[src/hdl/pulse_and_pwm_byte_signaller_top_defines.svh]
// ----------------------------------------------------------------------------
// Assertion macros for the pulse and PWM byte signaller
// Concurrent checks sampled on clk and disabled while arst_n is low.
// They compile to nothing when ASSERT_OFF is defined.
// ----------------------------------------------------------------------------
`ifndef PULSE_AND_PWM_BYTE_SIGNALLER_TOP_DEFINES_SVH
`define PULSE_AND_PWM_BYTE_SIGNALLER_TOP_DEFINES_SVH

`ifndef ASSERT_OFF
// ante true at a clock edge implies cons at the same edge
`define PPS_ASSERT_IMP(lbl, ante, cons) \
	lbl: assert property (@(posedge clk) disable iff (!arst_n) (ante) |-> (cons)) \
	else $error("pps assertion failed");
// ante true at a clock edge implies cons at the next edge
`define PPS_ASSERT_NXT(lbl, ante, cons) \
	lbl: assert property (@(posedge clk) disable iff (!arst_n) (ante) |=> (cons)) \
	else $error("pps assertion failed");
`else
`define PPS_ASSERT_IMP(lbl, ante, cons)
`define PPS_ASSERT_NXT(lbl, ante, cons)
`endif

`endif

[src/hdl/pps_pkg.sv]
// ----------------------------------------------------------------------------
// pps_pkg
// Shared types, widths and constants of the pulse and PWM byte signaller.
// ----------------------------------------------------------------------------
package pps_pkg;

	// field and register widths
	localparam int unsigned OP_W       = 2;
	localparam int unsigned IP_W       = 32;
	localparam int unsigned DUTY_W     = 10;
	localparam int unsigned BYTE_W     = 8;
	localparam int unsigned NUM_BYTES  = 4;
	localparam int unsigned TPM_W      = 20;
	localparam int unsigned PERIOD_W   = 23;
	localparam int unsigned DIGIT_W    = 13;
	localparam int unsigned CFG_IDX_W  = 2;
	localparam int unsigned CFG_DATA_W = 23;
	localparam int unsigned STEP_W     = 4;
	localparam int unsigned SEQ_MS_W   = 13;
	localparam int unsigned BTN_MS_W   = 8;

	localparam int unsigned COUNT_WIDTH_DEF = 23;
	localparam int unsigned COUNT_WIDTH_MAX = 32;

	// duty scaling: low = period * duty / 1000 = ((period * duty) >> 3) / 125
	localparam int unsigned PROD_W      = PERIOD_W + DUTY_W;
	localparam int unsigned EIGHTH_W    = PROD_W - 3;
	localparam int unsigned RECIP_W     = 31;
	localparam int unsigned RECIP_SHIFT = 37;
	localparam int unsigned RPROD_W     = EIGHTH_W + RECIP_W;
	localparam int unsigned QUOT_W      = RPROD_W - RECIP_SHIFT;
	// ceil(2^37 / 125), exact for every dividend below 2^30
	localparam logic [RECIP_W-1:0] RECIP_125 = 31'd1099511628;

	// configuration register indexes
	localparam logic [CFG_IDX_W-1:0] CFG_TICKS_PER_MS  = 2'd0;
	localparam logic [CFG_IDX_W-1:0] CFG_PWM_PERIOD    = 2'd1;
	localparam logic [CFG_IDX_W-1:0] CFG_DIGIT_TIME_MS = 2'd2;

	// configuration reset values
	localparam logic [TPM_W-1:0]    TICKS_PER_MS_RST  = 20'd80000;
	localparam logic [PERIOD_W-1:0] PWM_PERIOD_RST    = 23'd256000;
	localparam logic [DIGIT_W-1:0]  DIGIT_TIME_MS_RST = 13'd4000;

	// sequence delays in ms
	localparam logic [SEQ_MS_W-1:0] SEQ_START_MS = 13'd100;
	localparam logic [SEQ_MS_W-1:0] SEQ_SHORT_MS = 13'd200;
	localparam logic [SEQ_MS_W-1:0] SEQ_LONG_MS  = 13'd400;
	localparam logic [BTN_MS_W-1:0] BTN_HOLD_MS  = 8'd200;

	// display sequence steps
	localparam logic [STEP_W-1:0] STEP_IDLE     = 4'd0;
	localparam logic [STEP_W-1:0] STEP_RLY_HI_A = 4'd1;
	localparam logic [STEP_W-1:0] STEP_RLY_LO_A = 4'd2;
	localparam logic [STEP_W-1:0] STEP_RLY_HI_B = 4'd3;
	localparam logic [STEP_W-1:0] STEP_RLY_LO_B = 4'd4;
	localparam logic [STEP_W-1:0] STEP_DIGIT_0  = 4'd5;
	localparam logic [STEP_W-1:0] STEP_DIGIT_1  = 4'd6;
	localparam logic [STEP_W-1:0] STEP_DIGIT_2  = 4'd7;
	localparam logic [STEP_W-1:0] STEP_DIGIT_3  = 4'd8;
	localparam logic [STEP_W-1:0] STEP_END_HI   = 4'd9;
	localparam logic [STEP_W-1:0] STEP_END_LO   = 4'd10;

	typedef enum logic [OP_W-1:0] {
		OP_TICK   = 2'd0,
		OP_SHOW   = 2'd1,
		OP_DUTY   = 2'd2,
		OP_BUTTON = 2'd3
	} op_t;

	// command beat as seen by the control core
	typedef struct packed {
		op_t             op;
		logic [IP_W-1:0] ip;
		logic            duty_zero;
	} item_t;

	// result levels
	typedef struct packed {
		logic relay;
		logic indicator;
		logic pwm_running;
		logic seq_active;
	} status_t;

endpackage

[src/hdl/pps_duty_scale.sv]
// ----------------------------------------------------------------------------
// pps_duty_scale
// Two-stage scaler: low = period*duty/1000, high = period - low, both
// truncated to the counter width.
// ----------------------------------------------------------------------------
module pps_duty_scale #(
	parameter int unsigned COUNT_WIDTH = pps_pkg::COUNT_WIDTH_DEF
) (
	input  logic                          clk,
	input  logic                          en_s2,
	input  logic                          en_s3,
	input  logic [pps_pkg::PERIOD_W-1:0]  period,
	input  logic [pps_pkg::DUTY_W-1:0]    duty,
	output logic [COUNT_WIDTH-1:0]        low_ticks,
	output logic [COUNT_WIDTH-1:0]        high_ticks
);
	import pps_pkg::*;

	logic [PROD_W-1:0]          prod;
	logic [EIGHTH_W-1:0]        eighth_s2;
	logic [RPROD_W-1:0]         rprod;
	logic [QUOT_W-1:0]          quot;
	logic [COUNT_WIDTH_MAX-1:0] low_full;
	logic [COUNT_WIDTH_MAX-1:0] high_full;
	logic [COUNT_WIDTH-1:0]     low_s3;
	logic [COUNT_WIDTH-1:0]     high_s3;

	assign prod = PROD_W'(period) * PROD_W'(duty);

	always_ff @(posedge clk) begin
		if (en_s2) begin
			eighth_s2 <= prod[PROD_W-1:3];
		end
	end

	// divide by 125 through the reciprocal
	assign rprod     = RPROD_W'(eighth_s2) * RPROD_W'(RECIP_125);
	assign quot      = rprod[RECIP_SHIFT +: QUOT_W];
	assign low_full  = COUNT_WIDTH_MAX'(quot);
	assign high_full = COUNT_WIDTH_MAX'(period) - low_full;

	always_ff @(posedge clk) begin
		if (en_s3) begin
			low_s3  <= low_full[COUNT_WIDTH-1:0];
			high_s3 <= high_full[COUNT_WIDTH-1:0];
		end
	end

	assign low_ticks  = low_s3;
	assign high_ticks = high_s3;

endmodule

[config.mk]
export PLATFORM = sky130hd
export DESIGN_NAME = pps_duty_scale
export DESIGN_NICKNAME = d
export VERILOG_FILES = /design/src/hdl/pulse_and_pwm_byte_signaller_top_defines.svh /design/src/hdl/pps_pkg.sv /design/src/hdl/pps_duty_scale.sv
export SDC_FILE = /design/constraint.sdc
export NUM_CORES = 1
export LEC_CHECK = 0
export BUFFER_PORTS_ARGS = -buffer_cell sky130_fd_sc_hd__buf_2
export CORE_MARGIN = 3
export CORE_UTILIZATION = 50
export DETAILED_ROUTE_END_ITERATION = 7
export PLACE_DENSITY = 0.69
export SETUP_SLACK_MARGIN = 0.15
export SLEW_MARGIN = 10
export SYNTH_ARGS = -nofsm -noshare
export SYNTH_HDL_FRONTEND = slang
export SYNTH_SLANG_ARGS = --single-unit
[constraint.sdc]
create_clock -name clk -period 10.2 [get_ports clk]
set_input_delay 2.04 -clock clk [delete_from_list [all_inputs] [get_ports clk]]
set_output_delay 2.04 -clock clk [all_outputs]
set_load 0.05 [all_outputs]
==> summary.md <==
| Metric | Value |
|---|---|
| Status | complete, no violations |
| Slew @ Worst Pin | about 1.2 ns |
| Port Buffers | just over 80 |
| Global Route Usage Sum | a little over a quarter |
| Num rows | 79 |
| Placed Area | roughly 26,000 um2 |
| I/O pins | 82 |
| Worst path max stage delay | ~0.52 ns |
| Top cells by area, synth | fa_1 (37%), ha_1 (23%), inv_1 (11%) |
| Drc violations | 0 |
| CTS Sinks | 76 |
| Post-Layout Cell Count | 3,294 |
| Layout area overhead | 14.4% |
| Post-synthesis average cell area | a little under 10 um2 |
| Unrepaired setup endpoints after global routing | true |
| Synthesis-stage register bit count | 76 |
| Nets | 3,604 |
| Final Max Slew Viols | 0 |
| Sequential area share after synthesis | under 10% |
| Initial Utilization | 51.0% |
| Skew final | about 0.020 ns |
| Post-route ant nets | 0 |
| Syn nets | 3,378 |
| Crit path max-delay family | adder cells |
| WL final | between 60 and 70 mm |
| Netlist cell types | 59 |
| Layout cell share with drive strength beyond 1 | about 15% |
| Hold Crit Class | flip-flop to flip-flop |
| Final Util | approximately three fifths |
| Dominant cell by count in the synthesized netlist | inv_1 |
| Crit Path Max Fanout | 4 |
| Worst Setup Start Kind | flip-flop |
| Final Critical Period | around 10 ns |
| CTS max path bufs | 2 |
| Slew HR | 21.1% |
| TritonCTS Buffers | 9 |
| Placeable Area | 47,000 um2 |
| Die area | roughly 50,000 um2 |
| Drt initial violations | 968 |
| Pin count of the biggest net entering global routing | 47 |
| Post-synth top area share | a little under two fifths |
| DR vias/cell | 5.32 |
| GRT overflow | 0 |
| Max Cap Violations | 0 |
| Number of global-route vias before repair | between 15k and 20k |
| Post-synth EDFFs | between 70 and 80 |
| Antenna violations before repair | 0 |
| Final clock period utilization by the worst path | 99.1% |
| Clock latency on the worst-skew pair | between 0.3 and 0.4 ns |
| Main synth FF type | edfxtp_1 |
| Final GP Congestion | 0.953 |
| Crit path DAT | approximately 10 ns |
| Fin area | 27,400 um2 |
| # diodes | 0 |
| Htree depth | 3 |
| Fmax | 98.9 MHz |
| CP Capture Type | flip-flop |
| Most common cell on crit path | fa_1 |
| Die height | ~220 um |
| Synth async-reset ratio | 0% |
| CTS tree | done |
| Placed instance count | approximately 3.2k |
| Post-Synthesis Cell Area | 23,900 um2 |
| Clock slew at the register clock pins of the worst setup and hold paths | 0.07 ns |
| Die X | about 220 um |
| Initial DRT Pass Iterations | 6 |
| Synth Instances | around 2.5k |
| YS warnings | 0 |
| First-pass GRT wire length | roughly 100 mm |
| Final-report hold violation count | 0 |
| Crit path kind | flip-flop to flip-flop |
| Final setup fails | 0 |
| Vias post-DR | between 15k and 20k |
| Root Buffer | clkbuf_16 |
| WHS | 1.09 ns |
| Worst path bufs/invs | 8 |
| Worst endpoint required time | 10.31 ns |
| CP max stage cell | fa_1 |
| Routed len/inst | 19.0 um |
| DP Wirelength | about 54 mm |
| R2R Setup Slk | 0.09 ns |
| Post-synth top cells | inv_1 (692), fa_1 (443), ha_1 (443) |
| Synth area leader | fa_1 |
-- layer usage --
metal	global-route usage (%)	part of all wire, %
met5	0	0
met4	9.43	3.7
met3	2.48	3.6
met2	47.3	51
met1	32.6	41
-- cell families (layout without fill, tap and decap cells) --
| kind of cell | Yosys count | after routing | share of synthesized area (%) |
|---|---|---|---|
| xor+xnor | 73 | 73 | 2.67 |
| buf+inv | 740 | 971 | 11.6 |
| mux | 1 | 1 | 0.0471 |
| fa+ha+maj | 895 | 895 | 60.6 |
| compound gates | 247 | 247 | 6.85 |
| flops | 76 | 76 | 9.54 |
| simple gates | 424 | 424 | 8.66 |
-- layout by cell type (no fill, tap or decap), types with 4 or more instances in the layout --
cell type  instances
inv_1            685
fa_1             430
ha_1             411
nand2_1          175
buf_4            168
and2_1           112
buf_2             81
edfxtp_1          76
a21oi_1           59
xnor2_1           45
nor2_1            44
o21ai_0           33
ha_4              29
xor2_1            26
o21bai_1          23
a21o_1            21
nand3_1           16
nor3_1            15
buf_6             14
fa_2              13
and3_1            12
nor2b_1           12
a21oi_2           11
o21a_1            10
a31oi_1            9
clkbuf_16          9
a211oi_1           8
inv_2              7
nand2b_1           7
o31ai_1            5
nand4_1            5
o2111ai_1          5
or3_1              5
maj3_1             5
a31o_2             4
o211ai_1           4
a211o_1            4
o21ai_2            4
maj3_2             4
-- timing repair --
action | CTS | global route
gates resized for setup | 90 | 44
buffers inserted | 41 | 4
endpoints found under the setup margin | 7 | 6
hold buffers | 0 | 0
pin swaps | 45 | 38
-- stage by stage --
stage	worst slack (ns)	setup TNS (ns)
after floorplan	0.220	0
after global placement	-0.278	-0.614
after detailed placement	-0.551	-1.61
after CTS	0.129	0
after global routing	-0.222	-0.545
final	0.0893	0
-- sequential cells by signal (all words and copies together) (netlist names) --
register,flops
eighth_s2,30
high_ticks,23
low_ticks,23
-- layout make-up --
class,count,area [um2]
timing repair buffer,263,1820
inverter,692,2600
sequential,76,2280
tap,607,759
clock inverter,7,73.8
multi-input combinational,1640,19600
clock buffer,9,225
fill,3974,19600
-- worst register-to-register path: cells and delay by family (launching register included) --
kind	cells	cell delay (ns)
fa+ha+maj	14	5.23
compound gates	17	2.78
buf+inv	8	0.82
flops	1	0.51
xor+xnor	2	0.35
simple gates	2	0.16
-- worst paths after layout --
check | start | to | cells after the start
setup / recovery | eighth_s2[8] | high_ticks[19] | 43
hold / removal | eighth_s2[29] | low_ticks[22] | 3
setup reg to reg | eighth_s2[8] | high_ticks[19] | 43
hold reg to reg | eighth_s2[29] | low_ticks[22] | 3
Power is left out: the tool's default activity adds up to more than one toggle a clock period on the data nets, which glitch-free logic cannot reach.
