`src/hdl/pulse_and_pwm_byte_signaller_top_defines.svh`:
```
// ----------------------------------------------------------------------------
// Assertion macros for the pulse and PWM byte signaller
// Concurrent checks sampled on clk and disabled while arst_n is low.
// They compile to nothing when ASSERT_OFF is defined.
// ----------------------------------------------------------------------------
`ifndef PULSE_AND_PWM_BYTE_SIGNALLER_TOP_DEFINES_SVH
`define PULSE_AND_PWM_BYTE_SIGNALLER_TOP_DEFINES_SVH

`ifndef ASSERT_OFF
// ante true at a clock edge implies cons at the same edge
`define PPS_ASSERT_IMP(lbl, ante, cons) \
	lbl: assert property (@(posedge clk) disable iff (!arst_n) (ante) |-> (cons)) \
	else $error("pps assertion failed");
// ante true at a clock edge implies cons at the next edge
`define PPS_ASSERT_NXT(lbl, ante, cons) \
	lbl: assert property (@(posedge clk) disable iff (!arst_n) (ante) |=> (cons)) \
	else $error("pps assertion failed");
`else
`define PPS_ASSERT_IMP(lbl, ante, cons)
`define PPS_ASSERT_NXT(lbl, ante, cons)
`endif

`endif

```
`src/hdl/pps_pkg.sv`:
```
// ----------------------------------------------------------------------------
// pps_pkg
// Shared types, widths and constants of the pulse and PWM byte signaller.
// ----------------------------------------------------------------------------
package pps_pkg;

	// field and register widths
	localparam int unsigned OP_W       = 2;
	localparam int unsigned IP_W       = 32;
	localparam int unsigned DUTY_W     = 10;
	localparam int unsigned BYTE_W     = 8;
	localparam int unsigned NUM_BYTES  = 4;
	localparam int unsigned TPM_W      = 20;
	localparam int unsigned PERIOD_W   = 23;
	localparam int unsigned DIGIT_W    = 13;
	localparam int unsigned CFG_IDX_W  = 2;
	localparam int unsigned CFG_DATA_W = 23;
	localparam int unsigned STEP_W     = 4;
	localparam int unsigned SEQ_MS_W   = 13;
	localparam int unsigned BTN_MS_W   = 8;

	localparam int unsigned COUNT_WIDTH_DEF = 23;
	localparam int unsigned COUNT_WIDTH_MAX = 32;

	// duty scaling: low = period * duty / 1000 = ((period * duty) >> 3) / 125
	localparam int unsigned PROD_W      = PERIOD_W + DUTY_W;
	localparam int unsigned EIGHTH_W    = PROD_W - 3;
	localparam int unsigned RECIP_W     = 31;
	localparam int unsigned RECIP_SHIFT = 37;
	localparam int unsigned RPROD_W     = EIGHTH_W + RECIP_W;
	localparam int unsigned QUOT_W      = RPROD_W - RECIP_SHIFT;
	// ceil(2^37 / 125), exact for every dividend below 2^30
	localparam logic [RECIP_W-1:0] RECIP_125 = 31'd1099511628;

	// configuration register indexes
	localparam logic [CFG_IDX_W-1:0] CFG_TICKS_PER_MS  = 2'd0;
	localparam logic [CFG_IDX_W-1:0] CFG_PWM_PERIOD    = 2'd1;
	localparam logic [CFG_IDX_W-1:0] CFG_DIGIT_TIME_MS = 2'd2;

	// configuration reset values
	localparam logic [TPM_W-1:0]    TICKS_PER_MS_RST  = 20'd80000;
	localparam logic [PERIOD_W-1:0] PWM_PERIOD_RST    = 23'd256000;
	localparam logic [DIGIT_W-1:0]  DIGIT_TIME_MS_RST = 13'd4000;

	// sequence delays in ms
	localparam logic [SEQ_MS_W-1:0] SEQ_START_MS = 13'd100;
	localparam logic [SEQ_MS_W-1:0] SEQ_SHORT_MS = 13'd200;
	localparam logic [SEQ_MS_W-1:0] SEQ_LONG_MS  = 13'd400;
	localparam logic [BTN_MS_W-1:0] BTN_HOLD_MS  = 8'd200;

	// display sequence steps
	localparam logic [STEP_W-1:0] STEP_IDLE     = 4'd0;
	localparam logic [STEP_W-1:0] STEP_RLY_HI_A = 4'd1;
	localparam logic [STEP_W-1:0] STEP_RLY_LO_A = 4'd2;
	localparam logic [STEP_W-1:0] STEP_RLY_HI_B = 4'd3;
	localparam logic [STEP_W-1:0] STEP_RLY_LO_B = 4'd4;
	localparam logic [STEP_W-1:0] STEP_DIGIT_0  = 4'd5;
	localparam logic [STEP_W-1:0] STEP_DIGIT_1  = 4'd6;
	localparam logic [STEP_W-1:0] STEP_DIGIT_2  = 4'd7;
	localparam logic [STEP_W-1:0] STEP_DIGIT_3  = 4'd8;
	localparam logic [STEP_W-1:0] STEP_END_HI   = 4'd9;
	localparam logic [STEP_W-1:0] STEP_END_LO   = 4'd10;

	typedef enum logic [OP_W-1:0] {
		OP_TICK   = 2'd0,
		OP_SHOW   = 2'd1,
		OP_DUTY   = 2'd2,
		OP_BUTTON = 2'd3
	} op_t;

	// command beat as seen by the control core
	typedef struct packed {
		op_t             op;
		logic [IP_W-1:0] ip;
		logic            duty_zero;
	} item_t;

	// result levels
	typedef struct packed {
		logic relay;
		logic indicator;
		logic pwm_running;
		logic seq_active;
	} status_t;

endpackage

```
`src/hdl/pps_ctrl.sv`:
```
// ----------------------------------------------------------------------------
// pps_ctrl
// Block state and its combinational update, registered on each committed
// beat: PWM counter, ms prescaler, display sequencer and button timer.
// ----------------------------------------------------------------------------
`include "pulse_and_pwm_byte_signaller_top_defines.svh"

module pps_ctrl #(
	parameter int unsigned COUNT_WIDTH = pps_pkg::COUNT_WIDTH_DEF
) (
	input  logic                                        clk,
	input  logic                                        arst_n,
	input  logic                                        commit,
	input  pps_pkg::item_t                              item,
	input  logic [COUNT_WIDTH-1:0]                      item_low,
	input  logic [COUNT_WIDTH-1:0]                      item_high,
	input  logic [pps_pkg::NUM_BYTES-1:0][COUNT_WIDTH-1:0] lane_low,
	input  logic [pps_pkg::NUM_BYTES-1:0][COUNT_WIDTH-1:0] lane_high,
	input  logic [pps_pkg::TPM_W-1:0]                   ticks_per_ms,
	input  logic [pps_pkg::DIGIT_W-1:0]                 digit_time_ms,
	output logic [pps_pkg::IP_W-1:0]                    shown_value,
	output pps_pkg::status_t                            status
);
	import pps_pkg::*;

	localparam logic [COUNT_WIDTH-1:0] CNT_ONE = COUNT_WIDTH'(1);

	logic [STEP_W-1:0]      step_q, step_d, step_inc, lane_off;
	logic                   seq_armed_q, seq_armed_d;
	logic [SEQ_MS_W-1:0]    seq_ms_q, seq_ms_d;
	logic [TPM_W-1:0]       pre_q, pre_d;
	logic [IP_W-1:0]        shown_q, shown_d;
	logic                   pwm_en_q, pwm_en_d;
	logic                   phase_q, phase_d;
	logic [COUNT_WIDTH-1:0] count_q, count_d;
	logic [COUNT_WIDTH-1:0] low_q, low_d;
	logic [COUNT_WIDTH-1:0] high_q, high_d;
	logic                   relay_q, relay_d;
	logic                   ind_q, ind_d;
	logic [BTN_MS_W-1:0]    btn_ms_q, btn_ms_d;
	logic                   btn_armed_q, btn_armed_d;

	logic                   strobe;
	logic [1:0]             lane_idx;
	logic [BYTE_W-1:0]      lane_byte;

	assign strobe    = ({1'b0, pre_q} + (TPM_W+1)'(1)) >= {1'b0, ticks_per_ms};
	assign step_inc  = step_q + STEP_W'(1);
	assign lane_off  = step_inc - STEP_DIGIT_0;
	assign lane_idx  = lane_off[1:0];
	assign lane_byte = shown_q[{lane_idx, 3'b000} +: BYTE_W];

	always_comb begin
		step_d      = step_q;
		seq_armed_d = seq_armed_q;
		seq_ms_d    = seq_ms_q;
		pre_d       = pre_q;
		shown_d     = shown_q;
		pwm_en_d    = pwm_en_q;
		phase_d     = phase_q;
		count_d     = count_q;
		low_d       = low_q;
		high_d      = high_q;
		relay_d     = relay_q;
		ind_d       = ind_q;
		btn_ms_d    = btn_ms_q;
		btn_armed_d = btn_armed_q;
		unique case (item.op)
			OP_TICK: begin
				// PWM first
				if (pwm_en_q) begin
					if (count_q <= CNT_ONE) begin
						count_d = phase_q ? low_q : high_q;
						ind_d   = !phase_q;
						phase_d = !phase_q;
					end else begin
						count_d = count_q - CNT_ONE;
					end
				end
				if (strobe) begin
					pre_d = '0;
					// display sequence
					if (seq_armed_q) begin
						if (seq_ms_q <= SEQ_MS_W'(1)) begin
							seq_armed_d = 1'b0;
							step_d      = step_inc;
							unique case (step_inc)
								STEP_RLY_HI_A, STEP_RLY_HI_B: begin
									relay_d     = 1'b1;
									seq_armed_d = 1'b1;
									seq_ms_d    = SEQ_SHORT_MS;
								end
								STEP_RLY_LO_A: begin
									relay_d     = 1'b0;
									seq_armed_d = 1'b1;
									seq_ms_d    = SEQ_LONG_MS;
								end
								STEP_RLY_LO_B: begin
									relay_d     = 1'b0;
									seq_armed_d = 1'b1;
									seq_ms_d    = SEQ_SHORT_MS;
								end
								STEP_DIGIT_0, STEP_DIGIT_1, STEP_DIGIT_2, STEP_DIGIT_3: begin
									if (lane_byte == '0) begin
										pwm_en_d = 1'b0;
									end else begin
										low_d    = lane_low[lane_idx];
										high_d   = lane_high[lane_idx];
										count_d  = lane_low[lane_idx];
										pwm_en_d = 1'b1;
									end
									seq_armed_d = 1'b1;
									seq_ms_d    = digit_time_ms;
								end
								STEP_END_HI: begin
									pwm_en_d    = 1'b0;
									relay_d     = 1'b1;
									seq_armed_d = 1'b1;
									seq_ms_d    = SEQ_SHORT_MS;
								end
								STEP_END_LO: begin
									relay_d = 1'b0;
									step_d  = STEP_IDLE;
								end
								default: begin
								end
							endcase
						end else begin
							seq_ms_d = seq_ms_q - SEQ_MS_W'(1);
						end
					end
					// button timer last, its release wins over the sequence
					if (btn_armed_q) begin
						if (btn_ms_q <= BTN_MS_W'(1)) begin
							btn_armed_d = 1'b0;
							btn_ms_d    = '0;
							relay_d     = 1'b0;
						end else begin
							btn_ms_d = btn_ms_q - BTN_MS_W'(1);
						end
					end
				end else begin
					pre_d = pre_q + TPM_W'(1);
				end
			end
			OP_SHOW: begin
				shown_d     = item.ip;
				seq_armed_d = 1'b1;
				seq_ms_d    = SEQ_START_MS;
			end
			OP_DUTY: begin
				if (item.duty_zero) begin
					pwm_en_d = 1'b0;
				end else begin
					low_d    = item_low;
					high_d   = item_high;
					count_d  = item_low;
					pwm_en_d = 1'b1;
				end
			end
			OP_BUTTON: begin
				relay_d     = 1'b1;
				btn_armed_d = 1'b1;
				btn_ms_d    = BTN_HOLD_MS;
			end
			default: begin
			end
		endcase
	end

	always_ff @(posedge clk or negedge arst_n) begin
		if (!arst_n) begin
			step_q      <= STEP_IDLE;
			seq_armed_q <= 1'b0;
			seq_ms_q    <= '0;
			pre_q       <= '0;
			shown_q     <= '0;
			pwm_en_q    <= 1'b0;
			phase_q     <= 1'b0;
			count_q     <= '0;
			low_q       <= '0;
			high_q      <= '0;
			relay_q     <= 1'b0;
			ind_q       <= 1'b0;
			btn_ms_q    <= '0;
			btn_armed_q <= 1'b0;
		end else if (commit) begin
			step_q      <= step_d;
			seq_armed_q <= seq_armed_d;
			seq_ms_q    <= seq_ms_d;
			pre_q       <= pre_d;
			shown_q     <= shown_d;
			pwm_en_q    <= pwm_en_d;
			phase_q     <= phase_d;
			count_q     <= count_d;
			low_q       <= low_d;
			high_q      <= high_d;
			relay_q     <= relay_d;
			ind_q       <= ind_d;
			btn_ms_q    <= btn_ms_d;
			btn_armed_q <= btn_armed_d;
		end
	end

	assign shown_value        = shown_q;
	assign status.relay       = relay_q;
	assign status.indicator   = ind_q;
	assign status.pwm_running = pwm_en_q;
	assign status.seq_active  = seq_armed_q;

	// the step wraps back to idle right after the final relay release
	`PPS_ASSERT_IMP(a_step_range, 1'b1, step_q <= STEP_END_HI)
	// an armed button timer always has time left
	`PPS_ASSERT_IMP(a_btn_time, btn_armed_q, btn_ms_q != '0)
	// the indicator only moves on a PWM reload
	`PPS_ASSERT_NXT(a_ind_hold, !pwm_en_q, $stable(ind_q))
	// result levels only change on a committed beat
	`PPS_ASSERT_NXT(a_hold_no_commit, !commit,
		$stable({relay_q, ind_q, pwm_en_q, seq_armed_q}))

endmodule

```
`config.mk`:
```
export PLATFORM = sky130hd
export DESIGN_NAME = pps_ctrl
export DESIGN_NICKNAME = d
export VERILOG_FILES = /design/src/hdl/pps_pkg.sv /design/src/hdl/pps_ctrl.sv
export VERILOG_INCLUDE_DIRS = /design/src /design/src/hdl
export SDC_FILE = /design/constraint.sdc
export NUM_CORES = 1
export LEC_CHECK = 0
export BUFFER_PORTS_ARGS = -buffer_cell sky130_fd_sc_hd__buf_2
export CORE_AREA = 2 2 183 131
export CTS_BUF_LIST = sky130_fd_sc_hd__clkbuf_16
export DETAILED_ROUTE_END_ITERATION = 12
export DIE_AREA = 0 0 185 133
export PLACE_DENSITY = 0.77
export SYNTH_ARGS = -nofsm -noshare
export SYNTH_HDL_FRONTEND = slang
export SYNTH_SLANG_ARGS = --single-unit
```
`constraint.sdc`:
```
create_clock -name clk -period 11.1 [get_ports clk]
set_input_delay 1.11 -clock clk [delete_from_list [all_inputs] [get_ports clk]]
set_output_delay 1.11 -clock clk [all_outputs]
set_load 0.02 [all_outputs]
```
==> metrics.yaml <==
yosys:
  synth_seq_cells: 151
  synth.cell_area_um2: 11300
  avgSynthCellArea_um2: 9.71
  synth_area_leaders: "dfrtp_1 34%, mux4_2 9.2%, nand2_1 6.5%"
  synth_ff_type: "dfrtp_1"
  synth_top_area_share: 0.336
  syn_nets: 1493
  synth_seq_area_share: 0.336
  yosysTopAreaCell: "dfrtp_1"
  synthArstFlopShare: 1.00
  yosys_warnings: 0
  yosysUniqueCellTypes: 82
  synth_cells: 1160
  synth_edf_count: 0
die:
  die_area_um2: 24600
  ioPinCount: 337
  die_y_um: 133
  initial_core_util: 0.488
  core-area_um2: 23100
  die_w_um: 185
  num_rows: 47
global_routing:
  first_global_vias: 10268
  track_usage: 0.284
  grt_max_degree: 90
  overflow: 0
  antenna_found_initial: 4
  grt_pass1_wl_um: 54500
cts:
  clock-root-buffer: "clkbuf_16"
  clock_path_buffers: 2
  clock_latency_ns: 0.44
  h-tree-depth: 4
  cts_tree: "built"
  clock-sinks: 151
  cts_made_buffers: 17
  post_cts_buffers: 0
  cts_hold_buf: 0
  ctsResizeCount: 0
  clk_pin_slew_ns: 0.07
place:
  dp_cells: 1749
  hpwl_um: 25700
  finalWeightedCongestion: 0.913
  io_buffers: 336
critical_path:
  arrival_ns: 5.26
  end_kind: "register"
  cp_max_fo: 59
  cp.required_ns: 11.43
  startpoint_type: "register"
  path_class: "register to register"
sta:
  rsz0062_at_grt: "false"
  period_share: 0.444
  finalMaxSlewViolations: 0
  fmax_mhz: 203
  setup-violations-final: 0
  setup_tns_ns: 0
  min_period_ns: 4.93
  fin_worst_skew_ns: 0.0147
  final_hold_viol_count: 0
  slew-limit-headroom: 0.255
  finalHoldWorstSlack_ns: 0.508
  max_slew.worst_pin.slew_ns: 1.10
power:
  p_int_mw: 1.19
  peakVddDrop_mv: 0.120
  combPwrFrac: 0.262
  power_frac_seq: 0.423
  p_leak_nw: 6.26
  clkPwrFrac: 0.316
  p_sw_mw: 0.584
  p_total_mw: 1.77
  swShare: 0.330
  cellPowerDensity_nw_per_um2: 130
final_layout:
  final_nets: 1783
  mostFrequentLayoutCells: "335 x buf_2, 195 x nand2_1, 150 x dfrtp_1, 53 x inv_1, 47 x a21oi_1"
  num-fill-cells: 2008
  final_common_cell: "buf_2"
  multi_input_area_um2: 6890
  final-seq-area_um2: 3780
  drive_above_1_share: 0.362
  fin_cells: 1784
  syn_to_final_growth_pct: 20.8
routing:
  drc_errors: 0
  ant_nets: 0
  drtPass1Iterations: 5
  routed_wl_um: 34800
  wire_per_inst_um: 19.5
  drt_first_iter_violations: 806
  viasPerCell: 5.84
  dr_total_vias: 10422
job:
  max_cap_viol_count: 0
outcome:
  status: "finished, final reports clean"
hold_path:
  hold_class: "register to register"
-- kinds of logic after synthesis --
kind of cell / share of synthesized area
flip-flops: 0.336
buffers and inverters: 0.0547
AND/OR/NAND/NOR: 0.174
multiplexers: 0.226
XOR/XNOR: 0.0202
AO/OA/AOI/OAI: 0.155
adder cells (fa/ha/maj): 0.0356
-- metal layers --
layer | global-route usage | wire length (um)
met5 | 0 | 12
met4 | 0.0820 | 651
met3 | 0.0867 | 3440
met2 | 0.434 | 15900
met1 | 0.391 | 14900
-- power by group through the flow --
stage	Sequential [mW]	Combinational, mW	Clock [mW]
finish	0.749	0.464	0.559
global route	0.761	0.509	0.589
CTS	0.745	0.462	0.563
detailed placement	0.753	0.458	0
global placement	0.749	0.441	0
floorplan	0.746	0.285	0
-- area by class of cell --
type                    count  share of cell area
multi-input cells         880               0.506
flip-flops and latches    151               0.278
repair buffers            347               0.130
clock buffers              17              0.0313
well taps                 318              0.0293
inverters                  53              0.0146
clock inverters            15             0.00948
diodes                      3            0.000552
-- worst max-delay path, cell delays in order, from the launching register on --
cell and delay, ns:
dfrtp_4 1.09, inv_1 0.16, ha_1 0.27, or2_2 0.52, buf_4 0.39, nand4_1 0.17, nand4_1 0.25, a311oi_1 0.49
o21a_2 0.23, o21a_4 0.79, mux2_2 0.41
-- cells in the mapped netlist (8+ instances only) --
cell type and n:
o21ai_0 42, a21oi_1 47, dfrtp_1 151, nor2_1 48, nor3_1 20, xnor2_1 21
o21a_1 11, nor2b_1 13, nand2b_1 8, buf_2 10, a211oi_1 8, nand4_1 13
or3_1 8, inv_1 53, nand2_1 195, mux2_2 42, ha_1 32, buf_1 11
mux2_4 38, nand3_1 30, mux2i_1 46, clkbuf_1 43, and3_1 18, a22o_1 16
and2_1 9, nor4_1 12, a22oi_1 18, mux4_2 46, o221ai_1 9
-- flip-flops by register name, summed over array words and instances, names as in the netlist --
signal       count
btn_armed_q      1
btn_ms_q         8
count_q         23
high_q          23
ind_q            1
low_q           23
pre_q           20
pwm_en_q         1
relay_q          1
seq_armed_q      1
seq_ms_q        13
shown_value     32
step_q           4
-- metrics by stage --
step | setup WS, ns | instance area [um2] | utilization
final | 6.17 | 13600 | 0.590
after global placement | 6.32 | 13000 | 0.565
after CTS | 6.14 | 13600 | 0.590
after detailed placement | 6.14 | 13000 | 0.565
after global routing | 5.78 | 13600 | 0.590
after floorplan | 7.27 | 11300 | -
-- final timing paths --
| check | from | end | slack, ns | depth (start not counted) |
|---|---|---|---|---|
| max reg2reg | step_q[0] | high_q[0] | 6.17 | 10 |
| min | low_q[18] | low_q[18] | 0.51 | 1 |
| min reg2reg | low_q[18] | low_q[18] | 0.51 | 1 |
| max in group asynchronous | arst_n | pre_q[12] | 8.99 | 2 |
| max | step_q[0] | high_q[0] | 6.17 | 10 |
| min in group asynchronous | arst_n | shown_value[22] | 0.71 | 1 |
Note: power is estimated with default switching activity, not from simulation.
